===== src/jrci_pkg.sv =====
`default_nettype none

package jrci_pkg;

	// Table geometry and fixed-point formats.
	localparam int TABLE_POINTS = 12;
	localparam int NUM_CURVES   = 3;
	localparam int FRAC_BITS    = 14;
	localparam int GAIN_FRAC    = 12;

	localparam int SAMPLE_W = 16;
	localparam int MAG_W    = 16;
	localparam int SEG_W    = 4;
	localparam int CURVE_W  = 2;
	localparam int Y_W      = 15;
	localparam int DY_W     = 12;
	localparam int OFF_W    = 11;
	localparam int RECIP_W  = 20;
	localparam int PROD1_W  = DY_W + OFF_W;
	localparam int PROD2_W  = PROD1_W + RECIP_W;
	localparam int GAIN_W   = 16;
	localparam int SCALED_W = 2 * GAIN_W;
	localparam int ROUNDED_W = SCALED_W - GAIN_FRAC;

	// Breakpoints in Q.14, thousandths rounded to nearest.
	localparam logic [MAG_W-1:0] BP_FIX [TABLE_POINTS] = '{
		16'd0, 16'd492, 16'd1638, 16'd3277, 16'd4915, 16'd6554,
		16'd8192, 16'd9830, 16'd11469, 16'd13107, 16'd14746, 16'd16384
	};

	// Curve values in Q.14, one row per curve.
	localparam logic [Y_W-1:0] CURVE_FIX [NUM_CURVES][TABLE_POINTS] = '{
		'{15'd0, 15'd0, 15'd983, 15'd2130, 15'd4096, 15'd6062,
		  15'd7864, 15'd9503, 15'd10977, 15'd12288, 15'd14418, 15'd16384},
		'{15'd0, 15'd0, 15'd983, 15'd2294, 15'd3932, 15'd5734,
		  15'd7700, 15'd9830, 15'd12124, 15'd14254, 15'd15729, 15'd16384},
		'{15'd0, 15'd0, 15'd164, 15'd655, 15'd1475, 15'd2621,
		  15'd4096, 15'd5898, 15'd8028, 15'd10486, 15'd13271, 15'd16384}
	};

	// Rounded 2^28 / segment width, indexed by the segment's upper point.
	localparam logic [RECIP_W-1:0] RECIP_FIX [TABLE_POINTS] = '{
		20'd0, 20'd545601, 20'd234237, 20'd163780, 20'd163880, 20'd163780,
		20'd163880, 20'd163880, 20'd163780, 20'd163880, 20'd163780, 20'd163880
	};

	typedef enum logic [0:0] {
		REG_CURVE_SELECT = 1'b0,
		REG_GAIN         = 1'b1
	} cfg_reg_t;

	typedef struct packed {
		logic                     ok;
		logic [CURVE_W-1:0]       idx;
		logic signed [GAIN_W-1:0] gain;
	} cfg_t;

	typedef struct packed {
		logic             neg;
		logic             over;
		logic [SEG_W-1:0] seg;
		logic [OFF_W-1:0] off;
		logic [Y_W-1:0]   y0;
		logic [DY_W-1:0]  dy;
	} front_t;

	typedef struct packed {
		logic           neg;
		logic [Y_W-1:0] y;
	} interp_t;

endpackage

`default_nettype wire


===== src/joystick_response_curve_interp_unit.sv =====
`default_nettype none

// Nine register stages lie between an accepted input word and its result on
// m_tdata, the first one loaded at the accepting edge; each has a valid bit.
// Throughput: one word per clock while the output is not stalled.
// Each stage refills as soon as its word moves on, so a stalled output only
// backs up the stages behind it. Reset is asynchronous, active low: it empties
// the pipeline and sets curve_select to 1 and gain to 1.0 (4096).
module joystick_response_curve_interp_unit import jrci_pkg::*; (
	input  logic                clk,
	input  logic                arst_n,
	// Configuration write port.
	input  logic                cfg_we,
	input  logic [0:0]          cfg_addr,
	input  logic [GAIN_W-1:0]   cfg_wdata,
	// Input stream.
	input  logic                s_tvalid,
	output logic                s_tready,
	input  logic [SAMPLE_W-1:0] s_tdata,   // [15:0] stick_sample
	// Output stream.
	output logic                m_tvalid,
	input  logic                m_tready,
	output logic [SAMPLE_W-1:0] m_tdata    // [15:0] shaped_value
);

	logic [CURVE_W-1:0]       curve_select_q;
	logic signed [GAIN_W-1:0] gain_q;
	cfg_t                     cfg;

	logic    front_valid, front_ready;
	front_t  front_data;
	logic    interp_valid, interp_ready;
	interp_t interp_data;

	// Configuration registers. The user must keep writes to times when the pipeline
	// is empty; the block itself does not enforce this. Every stage reads them directly.
	always_ff @(posedge clk or negedge arst_n) begin
		if (!arst_n) begin
			curve_select_q <= CURVE_W'(1);
			gain_q         <= GAIN_W'(4096);
		end else if (cfg_we) begin
			case (cfg_reg_t'(cfg_addr))
				REG_CURVE_SELECT: curve_select_q <= cfg_wdata[CURVE_W-1:0];
				REG_GAIN:         gain_q         <= cfg_wdata;
				default:          ;
			endcase
		end
	end

	// Curve numbers start at 1; zero or any number past the last curve
	// selects none, and the output is then forced to zero.
	always_comb begin
		cfg.ok   = (curve_select_q != '0) && (curve_select_q <= CURVE_W'(NUM_CURVES));
		cfg.idx  = cfg.ok ? curve_select_q - 1'b1 : '0;
		cfg.gain = gain_q;
	end

	// Stages 1-3: sample magnitude, segment search, breakpoint and
	// curve lookup.
	jrci_front u_front (
		.clk       (clk),
		.arst_n    (arst_n),
		.in_valid  (s_tvalid),
		.in_ready  (s_tready),
		.sample    (s_tdata),
		.cfg       (cfg),
		.out_valid (front_valid),
		.out_ready (front_ready),
		.out_data  (front_data)
	);

	// Stages 4-6: dy * dx offset, times the segment reciprocal, then the
	// rounded add onto the segment's base value, or the curve top past the last breakpoint.
	jrci_interp u_interp (
		.clk       (clk),
		.arst_n    (arst_n),
		.in_valid  (front_valid),
		.in_ready  (front_ready),
		.in_data   (front_data),
		.cfg       (cfg),
		.out_valid (interp_valid),
		.out_ready (interp_ready),
		.out_data  (interp_data)
	);

	// Stages 7-9: signed gain, rounding, clamp to the curve top, sign.
	jrci_scale u_scale (
		.clk       (clk),
		.arst_n    (arst_n),
		.in_valid  (interp_valid),
		.in_ready  (interp_ready),
		.in_data   (interp_data),
		.cfg       (cfg),
		.out_valid (m_tvalid),
		.out_ready (m_tready),
		.out_data  (m_tdata)
	);

`ifndef ASSERT_OFF
	// Input back-pressure only ever comes from a held output word.
	a_ready_cause: assert property (@(posedge clk) disable iff (!arst_n)
		!s_tready |-> m_tvalid && !m_tready)
		else $error("input stalled while the output was free");

	// Results stay within plus or minus full scale.
	a_out_range: assert property (@(posedge clk) disable iff (!arst_n)
		m_tvalid |-> ($signed(m_tdata) <= $signed(SAMPLE_W'(1 << FRAC_BITS))) &&
			($signed(m_tdata) >= -$signed(SAMPLE_W'(1 << FRAC_BITS))))
		else $error("result outside full scale");
`endif

endmodule

`default_nettype wire


===== src/jrci_front.sv =====
`default_nettype none

// Magnitude, segment search and table lookup: stages 1 to 3.
module jrci_front import jrci_pkg::*; (
	input  logic                clk,
	input  logic                arst_n,
	input  logic                in_valid,
	output logic                in_ready,
	input  logic [SAMPLE_W-1:0] sample,
	input  cfg_t                cfg,
	output logic                out_valid,
	input  logic                out_ready,
	output front_t              out_data
);

	logic ld_s1, ld_s2, ld_s3;
	logic v_s1, v_s2, v_s3;

	logic             neg_s1;
	logic [MAG_W-1:0] mag_s1;
	logic             neg_s2;
	logic             over_s2;
	logic [SEG_W-1:0] seg_s2;
	logic [MAG_W-1:0] mag_s2;
	front_t           data_s3;

	logic [MAG_W-1:0] mag_c;
	logic [SEG_W-1:0] seg_c;
	logic [SEG_W-1:0] seg_lo;
	logic [MAG_W-1:0] off_full;
	logic [Y_W-1:0]   y0_c;
	logic [Y_W-1:0]   y1_c;
	logic [Y_W-1:0]   dy_full;

	// A stage loads when it is empty or its content moves on.
	assign ld_s3    = !v_s3 || out_ready;
	assign ld_s2    = !v_s2 || ld_s3;
	assign ld_s1    = !v_s1 || ld_s2;
	assign in_ready = ld_s1;

	always_comb begin
		mag_c = sample[SAMPLE_W-1] ? MAG_W'(~sample + 1'b1) : MAG_W'(sample);
	end

	// Lowest breakpoint above the magnitude; the last segment otherwise.
	always_comb begin
		seg_c = SEG_W'(TABLE_POINTS - 1);
		for (int k = TABLE_POINTS - 2; k >= 1; k--) begin
			if (mag_s1 < BP_FIX[k]) begin
				seg_c = SEG_W'(k);
			end
		end
	end

	always_comb begin
		seg_lo   = seg_s2 - 1'b1;
		off_full = mag_s2 - BP_FIX[seg_lo];
		y0_c     = CURVE_FIX[cfg.idx][seg_lo];
		y1_c     = CURVE_FIX[cfg.idx][seg_s2];
		dy_full  = y1_c - y0_c;
	end

	always_ff @(posedge clk or negedge arst_n) begin
		if (!arst_n) begin
			v_s1 <= 1'b0;
			v_s2 <= 1'b0;
			v_s3 <= 1'b0;
		end else begin
			if (ld_s1) begin
				v_s1 <= in_valid;
			end
			if (ld_s2) begin
				v_s2 <= v_s1;
			end
			if (ld_s3) begin
				v_s3 <= v_s2;
			end
		end
	end

	always_ff @(posedge clk) begin
		if (ld_s1) begin
			neg_s1 <= sample[SAMPLE_W-1];
			mag_s1 <= mag_c;
		end
		if (ld_s2) begin
			neg_s2  <= neg_s1;
			over_s2 <= mag_s1 > BP_FIX[TABLE_POINTS-1];
			seg_s2  <= seg_c;
			mag_s2  <= mag_s1;
		end
		if (ld_s3) begin
			data_s3.neg  <= neg_s2;
			data_s3.over <= over_s2;
			data_s3.seg  <= seg_s2;
			data_s3.off  <= off_full[OFF_W-1:0];
			data_s3.y0   <= y0_c;
			data_s3.dy   <= dy_full[DY_W-1:0];
		end
	end

	assign out_valid = v_s3;
	assign out_data  = data_s3;

`ifndef ASSERT_OFF
	// A stalled first stage keeps its word.
	a_s1_hold: assert property (@(posedge clk) disable iff (!arst_n)
		v_s1 && !ld_s2 |=> v_s1 && $stable(mag_s1) && $stable(neg_s1))
		else $error("front stage 1 lost its word during a stall");
`endif

endmodule

`default_nettype wire


===== src/jrci_interp.sv =====
`default_nettype none

// Interpolation within the segment: stages 4 to 6.
module jrci_interp import jrci_pkg::*; (
	input  logic    clk,
	input  logic    arst_n,
	input  logic    in_valid,
	output logic    in_ready,
	input  front_t  in_data,
	input  cfg_t    cfg,
	output logic    out_valid,
	input  logic    out_ready,
	output interp_t out_data
);

	localparam logic [PROD2_W:0] ROUND_HALF = (PROD2_W + 1)'(1) << (2 * FRAC_BITS - 1);

	logic ld_s4, ld_s5, ld_s6;
	logic v_s4, v_s5, v_s6;

	logic [PROD1_W-1:0] prod1_s4;
	logic [RECIP_W-1:0] recip_s4;
	logic [Y_W-1:0]     y0_s4;
	logic               neg_s4;
	logic               over_s4;
	logic [PROD2_W-1:0] prod2_s5;
	logic [Y_W-1:0]     y0_s5;
	logic               neg_s5;
	logic               over_s5;
	interp_t            data_s6;

	logic [PROD2_W:0]   rnd_sum;
	logic [Y_W-1:0]     y_c;

	assign ld_s6    = !v_s6 || out_ready;
	assign ld_s5    = !v_s5 || ld_s6;
	assign ld_s4    = !v_s4 || ld_s5;
	assign in_ready = ld_s4;

	// Above the last breakpoint the curve's top value is held.
	always_comb begin
		rnd_sum = {1'b0, prod2_s5} + ROUND_HALF;
		if (over_s5) begin
			y_c = CURVE_FIX[cfg.idx][TABLE_POINTS-1];
		end else begin
			y_c = y0_s5 + rnd_sum[2*FRAC_BITS +: Y_W];
		end
	end

	always_ff @(posedge clk or negedge arst_n) begin
		if (!arst_n) begin
			v_s4 <= 1'b0;
			v_s5 <= 1'b0;
			v_s6 <= 1'b0;
		end else begin
			if (ld_s4) begin
				v_s4 <= in_valid;
			end
			if (ld_s5) begin
				v_s5 <= v_s4;
			end
			if (ld_s6) begin
				v_s6 <= v_s5;
			end
		end
	end

	always_ff @(posedge clk) begin
		if (ld_s4) begin
			prod1_s4 <= PROD1_W'(in_data.dy) * PROD1_W'(in_data.off);
			recip_s4 <= RECIP_FIX[in_data.seg];
			y0_s4    <= in_data.y0;
			neg_s4   <= in_data.neg;
			over_s4  <= in_data.over;
		end
		if (ld_s5) begin
			prod2_s5 <= PROD2_W'(prod1_s4) * PROD2_W'(recip_s4);
			y0_s5    <= y0_s4;
			neg_s5   <= neg_s4;
			over_s5  <= over_s4;
		end
		if (ld_s6) begin
			data_s6.neg <= neg_s5;
			data_s6.y   <= y_c;
		end
	end

	assign out_valid = v_s6;
	assign out_data  = data_s6;

`ifndef ASSERT_OFF
	// The shaped magnitude never passes full scale.
	a_y_range: assert property (@(posedge clk) disable iff (!arst_n)
		v_s6 |-> data_s6.y <= Y_W'(1 << FRAC_BITS))
		else $error("interpolated value above full scale");
`endif

endmodule

`default_nettype wire


===== src/jrci_scale.sv =====
`default_nettype none

// Gain, rounding, clamp and sign restore: stages 7 to 9.
module jrci_scale import jrci_pkg::*; (
	input  logic                clk,
	input  logic                arst_n,
	input  logic                in_valid,
	output logic                in_ready,
	input  interp_t             in_data,
	input  cfg_t                cfg,
	output logic                out_valid,
	input  logic                out_ready,
	output logic [SAMPLE_W-1:0] out_data
);

	localparam logic [SCALED_W-1:0] RND_POS = SCALED_W'(1) << (GAIN_FRAC - 1);
	localparam logic [SCALED_W-1:0] RND_NEG = RND_POS + SCALED_W'(1);

	logic ld_s7, ld_s8, ld_s9;
	logic v_s7, v_s8, v_s9;

	logic signed [SCALED_W-1:0] p_s7;
	logic                       neg_s7;
	logic [ROUNDED_W-1:0]       m_s8;
	logic                       sign_s8;
	logic [SAMPLE_W-1:0]        data_s9;

	logic [SCALED_W-1:0]  mr_c;
	logic [Y_W-1:0]       top_c;
	logic [Y_W-1:0]       mc_c;
	logic [SAMPLE_W-1:0]  res_c;

	assign ld_s9    = !v_s9 || out_ready;
	assign ld_s8    = !v_s8 || ld_s9;
	assign ld_s7    = !v_s7 || ld_s8;
	assign in_ready = ld_s7;

	// Magnitude and round half away from zero in one add: -p + h = ~p + h + 1.
	always_comb begin
		if (p_s7[SCALED_W-1]) begin
			mr_c = ~p_s7 + RND_NEG;
		end else begin
			mr_c = p_s7 + RND_POS;
		end
	end

	always_comb begin
		top_c = CURVE_FIX[cfg.idx][TABLE_POINTS-1];
		if (m_s8 > ROUNDED_W'(top_c)) begin
			mc_c = top_c;
		end else begin
			mc_c = m_s8[Y_W-1:0];
		end
		if (!cfg.ok) begin
			res_c = '0;
		end else if (sign_s8) begin
			res_c = SAMPLE_W'(-{1'b0, mc_c});
		end else begin
			res_c = SAMPLE_W'({1'b0, mc_c});
		end
	end

	always_ff @(posedge clk or negedge arst_n) begin
		if (!arst_n) begin
			v_s7 <= 1'b0;
			v_s8 <= 1'b0;
			v_s9 <= 1'b0;
		end else begin
			if (ld_s7) begin
				v_s7 <= in_valid;
			end
			if (ld_s8) begin
				v_s8 <= v_s7;
			end
			if (ld_s9) begin
				v_s9 <= v_s8;
			end
		end
	end

	always_ff @(posedge clk) begin
		if (ld_s7) begin
			p_s7   <= cfg.gain * $signed({1'b0, in_data.y});
			neg_s7 <= in_data.neg;
		end
		if (ld_s8) begin
			m_s8    <= mr_c[SCALED_W-1:GAIN_FRAC];
			sign_s8 <= p_s7[SCALED_W-1] ^ neg_s7;
		end
		if (ld_s9) begin
			data_s9 <= res_c;
		end
	end

	assign out_valid = v_s9;
	assign out_data  = data_s9;

`ifndef ASSERT_OFF
	// A stalled stage 8 keeps its word until stage 9 is free to take it.
	a_s8_hold: assert property (@(posedge clk) disable iff (!arst_n)
		v_s8 && !ld_s9 |=> v_s8 && $stable(m_s8) && $stable(sign_s8))
		else $error("scale stage 8 lost its word during a stall");
`endif

endmodule

`default_nettype wire

===== config.mk =====
export PLATFORM = sky130hd
export DESIGN_NAME = joystick_response_curve_interp_unit
export DESIGN_NICKNAME = d
export VERILOG_FILES = /design/src/jrci_pkg.sv /design/src/joystick_response_curve_interp_unit.sv /design/src/jrci_front.sv /design/src/jrci_interp.sv /design/src/jrci_scale.sv
export SDC_FILE = /design/constraint.sdc
export NUM_CORES = 2
export LEC_CHECK = 0
export ABC_AREA = 1
export BUFFER_PORTS_ARGS = -buffer_cell sky130_fd_sc_hd__buf_4
export CORE_MARGIN = 1
export CORE_UTILIZATION = 48
export CTS_BUF_LIST = sky130_fd_sc_hd__clkbuf_16
export CTS_CLUSTER_SIZE = 14
export DETAILED_ROUTE_END_ITERATION = 8
export PLACE_DENSITY = 0.68
export SYNTH_ARGS = -nofsm -noshare
export SYNTH_HDL_FRONTEND = slang
export SYNTH_HIERARCHICAL = 1
export SYNTH_SLANG_ARGS = --single-unit

===== constraint.sdc =====
create_clock -name clk -period 8.9 [get_ports clk]
set_input_delay 0.445 -clock clk [delete_from_list [all_inputs] [get_ports clk]]
set_output_delay 0.445 -clock clk [all_outputs]
set_load 0.02 [all_outputs]

## Word level (Yosys, flattened, before mapping)

Memory sizes are Yosys's and may differ from the RTL's. A register that Yosys moved wholly into a read port is not among the register bits.
Index checks and enable logic that the tools add are counted.

| storage, ports and cells | value |
|---|---|
| output and inout port bits | 18 |
| word-level logic and storage cells | 132 |
| register bits after elaboration | 291 |
| ROM bits | 576 |
| memories | 2 |
| input bits | 38 |

Memories:

| name | depth | bits a word | rd ports | clocked after memory_dff | wr ports | line | source |
|---|---|---|---|---|---|---|---|
| (no name shown) | 16 | 20 | 1 | 1 | 0 | jrci_interp.sv:71 | `recip_s4 <= RECIP_FIX[in_data.seg];` |
| (no name shown) | 16 | 16 | 1 | 0 | 0 | jrci_front.sv:57 | `off_full = mag_s2 - BP_FIX[seg_lo];` |

| cells by class | value |
|---|---|
| $mul | 3 |
| reduce and logical (&&, ||, !) cells | 25 |
| bitwise gates (word level) | 8 |
| order comparisons | 16 |
| $add $sub $neg | 10 |
| muxes and demuxes | 26 |

Operator list:

| operator | count |
|---|---|
| binary-select mux 180 bit (select 2 bit) | 1 |
| 2-to-1 mux 180 bit | 2 |
| binary-select mux 15 bit (select 4 bit) | 2 |
| 2-to-1 mux 15 bit | 6 |
| less-than comparator 16 x 14 -> 1 bit (second input constant) | 5 |
| adder 32 x 12 -> 32 bit (second input constant) | 2 |
| adder 43 x 28 -> 43 bit (second input constant) | 1 |
| multiplier 23 x 20 -> 43 bit | 1 |
| less-than comparator 16 x 13 -> 1 bit (second input constant) | 2 |
| multiplier 16 x 16 -> 32 bit | 1 |
| 2-to-1 mux 32 bit | 1 |
| inverter 32 bit | 1 |
| 2-to-1 mux 12 bit | 2 |
| multiplier 12 x 11 -> 23 bit | 1 |
| 2-to-1 mux 11 bit | 2 |
| > comparator 20 x 15 -> 1 bit | 1 |
| adder 16 x 1 -> 16 bit (second input constant) | 1 |
| > comparator 16 x 15 -> 1 bit (second input constant) | 1 |
| less-than comparator 16 x 11 -> 1 bit (second input constant) | 1 |
| less-than comparator 16 x 12 -> 1 bit (second input constant) | 1 |
| less-than comparator 16 x 9 -> 1 bit (second input constant) | 1 |
| negator 15 -> 16 bit | 1 |
| inverter 16 bit | 1 |
| adder 15 bit | 1 |
| other kinds (21) | 49 |

## Longest topological paths before layout

| logic depth | value |
|---|---|
| word-level depth | 11 |
| gate-level depth with buffers | 27 |
| depth with buffers taken out | 26 |

## Cells and area by module

The synthesis kept the hierarchy.

Modules (own cells, without submodules):

| module | area each (um2) | seq. area each (um2) | times used | cells each |
|---|---|---|---|---|
| jrci_interp | 22491.6 | 3017.9 | 1 | 2662 |
| jrci_scale | 13739.4 | 2177.1 | 1 | 1700 |
| jrci_front | 5869.4 | 2417.3 | 1 | 719 |
| joystick_response_curve_interp_unit | 760.7 | 452.9 | 1 | 85 |

## Worst setup path before layout

Ideal clock, no wire load.

| timing | value |
|---|---|
| path kind | flip-flop to flip-flop |
| start point | reg u_interp.recip_s4[4] |
| end point | reg u_interp.prod2_s5[35] (data pin) |
| arrival time | 5.706 ns |
| cell stages (with the launch flop) | 22 |
| clock period less this slack | 5.958 ns |
| buffers on the path | 1 |
| required time | 8.648 ns |
| setup time | 0.252 ns |
| path slack | 2.942 ns |
| path through | edfxtp_1 -> clkbuf_1 -> nand2_1 -> fa_1 -> inv_1 -> fa_1 -> fa_1 -> fa_1 -> fa_1 -> fa_1 -> inv_1 -> fa_1 -> inv_1 -> ha_1 -> a21oi_1 -> o21ai_0 -> a21oi_1 -> nor2_1 -> nor3_1 -> nand2_1 -> nand2_1 -> nand2_1 |

| between the ends | value |
|---|---|
| word-level cells in the longest chain between the ends | 1 |

Ends and longest elaborated chain:

| item | line | source |
|---|---|---|
| start: declaration | jrci_interp.sv:22 | `logic [RECIP_W-1:0] recip_s4;` |
| multiplier 23 x 20 -> 43 bit | jrci_interp.sv:77 | `prod2_s5 <= PROD2_W'(prod1_s4) * PROD2_W'(recip_s4);` |
| end signal: assignment | jrci_interp.sv:77 |  |
| end: declaration | jrci_interp.sv:26 | `logic [PROD2_W-1:0] prod2_s5;` |

No other way between the ends.
A chain may end at the register's enable or synchronous reset.

## Worst setup path after layout

| timing | value |
|---|---|
| start point | reg u_interp.recip_s4[7] |
| end point | reg u_interp.prod2_s5[32] (data pin) |

Same word-level chain as after synthesis.

==> results.md <==
* Crit path from: u_interp/recip_s4[7]
* Worst reg-to-reg setup slack at ~2100 ps
* Period utilization at 0.765
* First-pass GRT wire length at 176 mm
* Yosys warns at 6
* Initial DRC Count at around 2500
* RSZ-0062 raised after global routing: false
* Maxcap violations at 0
* Postcts setup bufs at 0
* # IOs at 56
* Reg-to-Reg End: u_interp/prod2_s5[32]
* Area of the core at ~0.088 mm^2
* Die area at ~0.09 mm^2
* Avg WL per Cell at approximately 17 um
* Clock Latency Late Sink at about 550 ps
* Final Hold Fails at 0
* Crit path time final at a little under 7000 ps
* R2r startpoint: u_interp/recip_s4[7]
* Post-synth top cells: inv_1, nand2_1, fa_1
* Num CTS Buffers at 35
* Crit start category: flop
* Congestion Overflow GR at 0
* CTS tree: yes
* Yosys cell types at 66
* Fraction of layout cells with a size suffix above 1 at 0.0380
* Final wirelength at roughly 110 mm
* Die Y at about 300 um
* Vias/cell at slightly above 5
* Post-synth EDFFs at between 200 and 250
* DRC at 0
* Crit. End Element: flop
* Top-count cell post-synth: inv_1
* Ys flop type: edfxtp_1
* Clk_skew at 15.3 ps
* Post-Route Setup TNS at 0 ps
* Mapped Nets at roughly 6300
* Via count at between 30000 and 40000
* Antenna cells at 0
* Cell row count at about 110
* Critical-path maximum fanout at 23
* Chip Width at between 300 and 400 um
* Largest net degree at the start of global routing at 52
* Max Fclk at approximately 150 MHz
* Sequential area share after synthesis at 0.188
* CTS root buffer: clkbuf_16
* Register area at 0.00807 mm^2
* Synth top area cells: fa_1, edfxtp_1, inv_1
* Clock sinks at 273
* Yosys reg bits at about 270
* Slew HR at 0.289
* CTS Buffer Depth at 3
* Initial antenna violation count at 1
* Arrival time at the worst endpoint at 7110 ps
* Worst-Margin Slew at 1070 ps
* Run status: complete, no violations
* Mean Syn Cell Area at approximately 8.3 um^2
* Crit Path Class: reg2reg
* Async set-reset flop share out of synthesis at 0.0989
* Nets at between 6000 and 7000
* Area grow syn2layout at 5.80%
* R2R depth at 21
* Tot GR Track Use at 0.244
* Syn Inst Count at ~5200
* Count of final max-slew check failures at 0
* Area of the mapped netlist at about 0.043 mm^2
* Setup-failing EPs final at 0
* H-tree depth at 2
* Final GP Congestion at 0.945
* Starting density of the core at 0.485
* Worst Hold Class: in2reg
* Biggest area consumer among synthesized cells: fa_1
* Post-detail-place hpwl at between 80 and 90 mm
* Filler cell count at ~8400
* Vias in the first global route at between 30000 and 40000
* Crit path capture: u_interp/prod2_s5[32]
* Post-synth top area share at 0.311
* Critical Path RT at 9200 ps
* # hold bufs at CTS at 1
* TritonRoute pass-1 iters at 5
* Antenna viol nets, final at 0
* Worst-path clk slew at around 60 ps
* Multi-input logic area at between 0.02 and 0.03 mm^2
* PortBufs at 55
* Post-cts sizing count at 0
cells in the final DEF (no fill, tap or decap), drive strengths merged, types with 46 or more instances in the layout:
| cell type | netlist | layout |
|---|---|---|
| inv | 1410 | 1416 |
| nand2 | 1164 | 1164 |
| fa | 665 | 665 |
| ha | 381 | 381 |
| nor2 | 298 | 298 |
| edfxtp | 246 | 246 |
| a21oi | 174 | 174 |
| o21ai | 146 | 146 |
| nand3 | 133 | 133 |
| xor2 | 96 | 96 |
| buf | 24 | 66 |
| nand4 | 49 | 49 |
| nor3 | 46 | 46 |
worst min path at each step:
stage                         startpoint           endpoint  slack (ps)  cells after the start
detailed placement  u_front/out_data[42]   u_interp/over_s4         400                      0
global placement    u_front/out_data[21]  u_interp/y0_s4[9]         400                      0
finish                          s_tvalid       u_front/v_s1          80                      3
CTS                             s_tvalid       u_front/v_s1          40                      3
floorplan                         arst_n  curve_select_q[1]         150                      0
global route                  s_tdata[0]  u_front/mag_s1[0]          80                      1
critical path, cell delays in order (launching register included):
cell and delay [ps]:
edfxtp_1 1000, nand2_1 250, inv_1 130, fa_1 410, inv_1 100, fa_1 430
fa_1 480, fa_1 490, inv_1 50, fa_1 500, fa_1 650, inv_1 90
fa_1 540, inv_1 50, ha_1 300, nand2_1 100, nor2_1 170, inv_1 70
nor2_1 340, a21oi_1 130, o21ai_1 170, xor2_1 90
area by class of cell:
cell class / instances / share of cell area
Clock inverter: 27 / 0.00530
Inverter: 1413 / 0.117
Clock buffer: 35 / 0.0193
Sequential cell: 273 / 0.178
Multi-Input combinational cell: 3341 / 0.637
Timing Repair Buffer: 67 / 0.0111
Tap cell: 1165 / 0.0321
cell families after synthesis:
group | Yosys count | synth area share
buffers and inverters | 1552 | 0.138
AOI/OAI and AO/OA | 447 | 0.0605
adders and majority gates | 1046 | 0.422
xor gates and xnor gates | 129 | 0.0264
and+or+nand+nor | 1719 | 0.165
DFF | 273 | 0.188
per-stage QoR:
stage / instances / hold slack (ps) / cell area [um^2] / setup slack (ps) / util
after detailed placement: 6258 / 405 / 44200 / 2150 / 0.500
final: 6321 / 78.1 / 45300 / 2090 / 0.513
after global routing: 6321 / 80.4 / 45300 / 1680 / 0.513
after global placement: 6258 / 400 / 44200 / 2190 / 0.500
after CTS: 6321 / 42.7 / 45300 / 2140 / 0.513
after floorplan: 5166 / 149 / 42900 / 2940 / -
sequential cells by signal, summed over array words and instances, names as in the netlist, 16 cells and up:
name               count
gain_q                16
u_front/mag_s1        16
u_front/out_data      44
u_interp/out_data     16
u_interp/prod1_s4     23
u_interp/prod2_s5     16
u_scale/m_s8          20
u_scale/out_data      16
u_scale/p_s7          32
routing by layer:
layer,global-route usage,wire (um)
met3,0.0281,6110
met4,0.0886,3950
met2,0.394,48200
met1,0.340,47700
met5,0,0
Power is left out: the tool's default activity adds up to more than one toggle a clock period on the data nets, which glitch-free logic cannot reach.
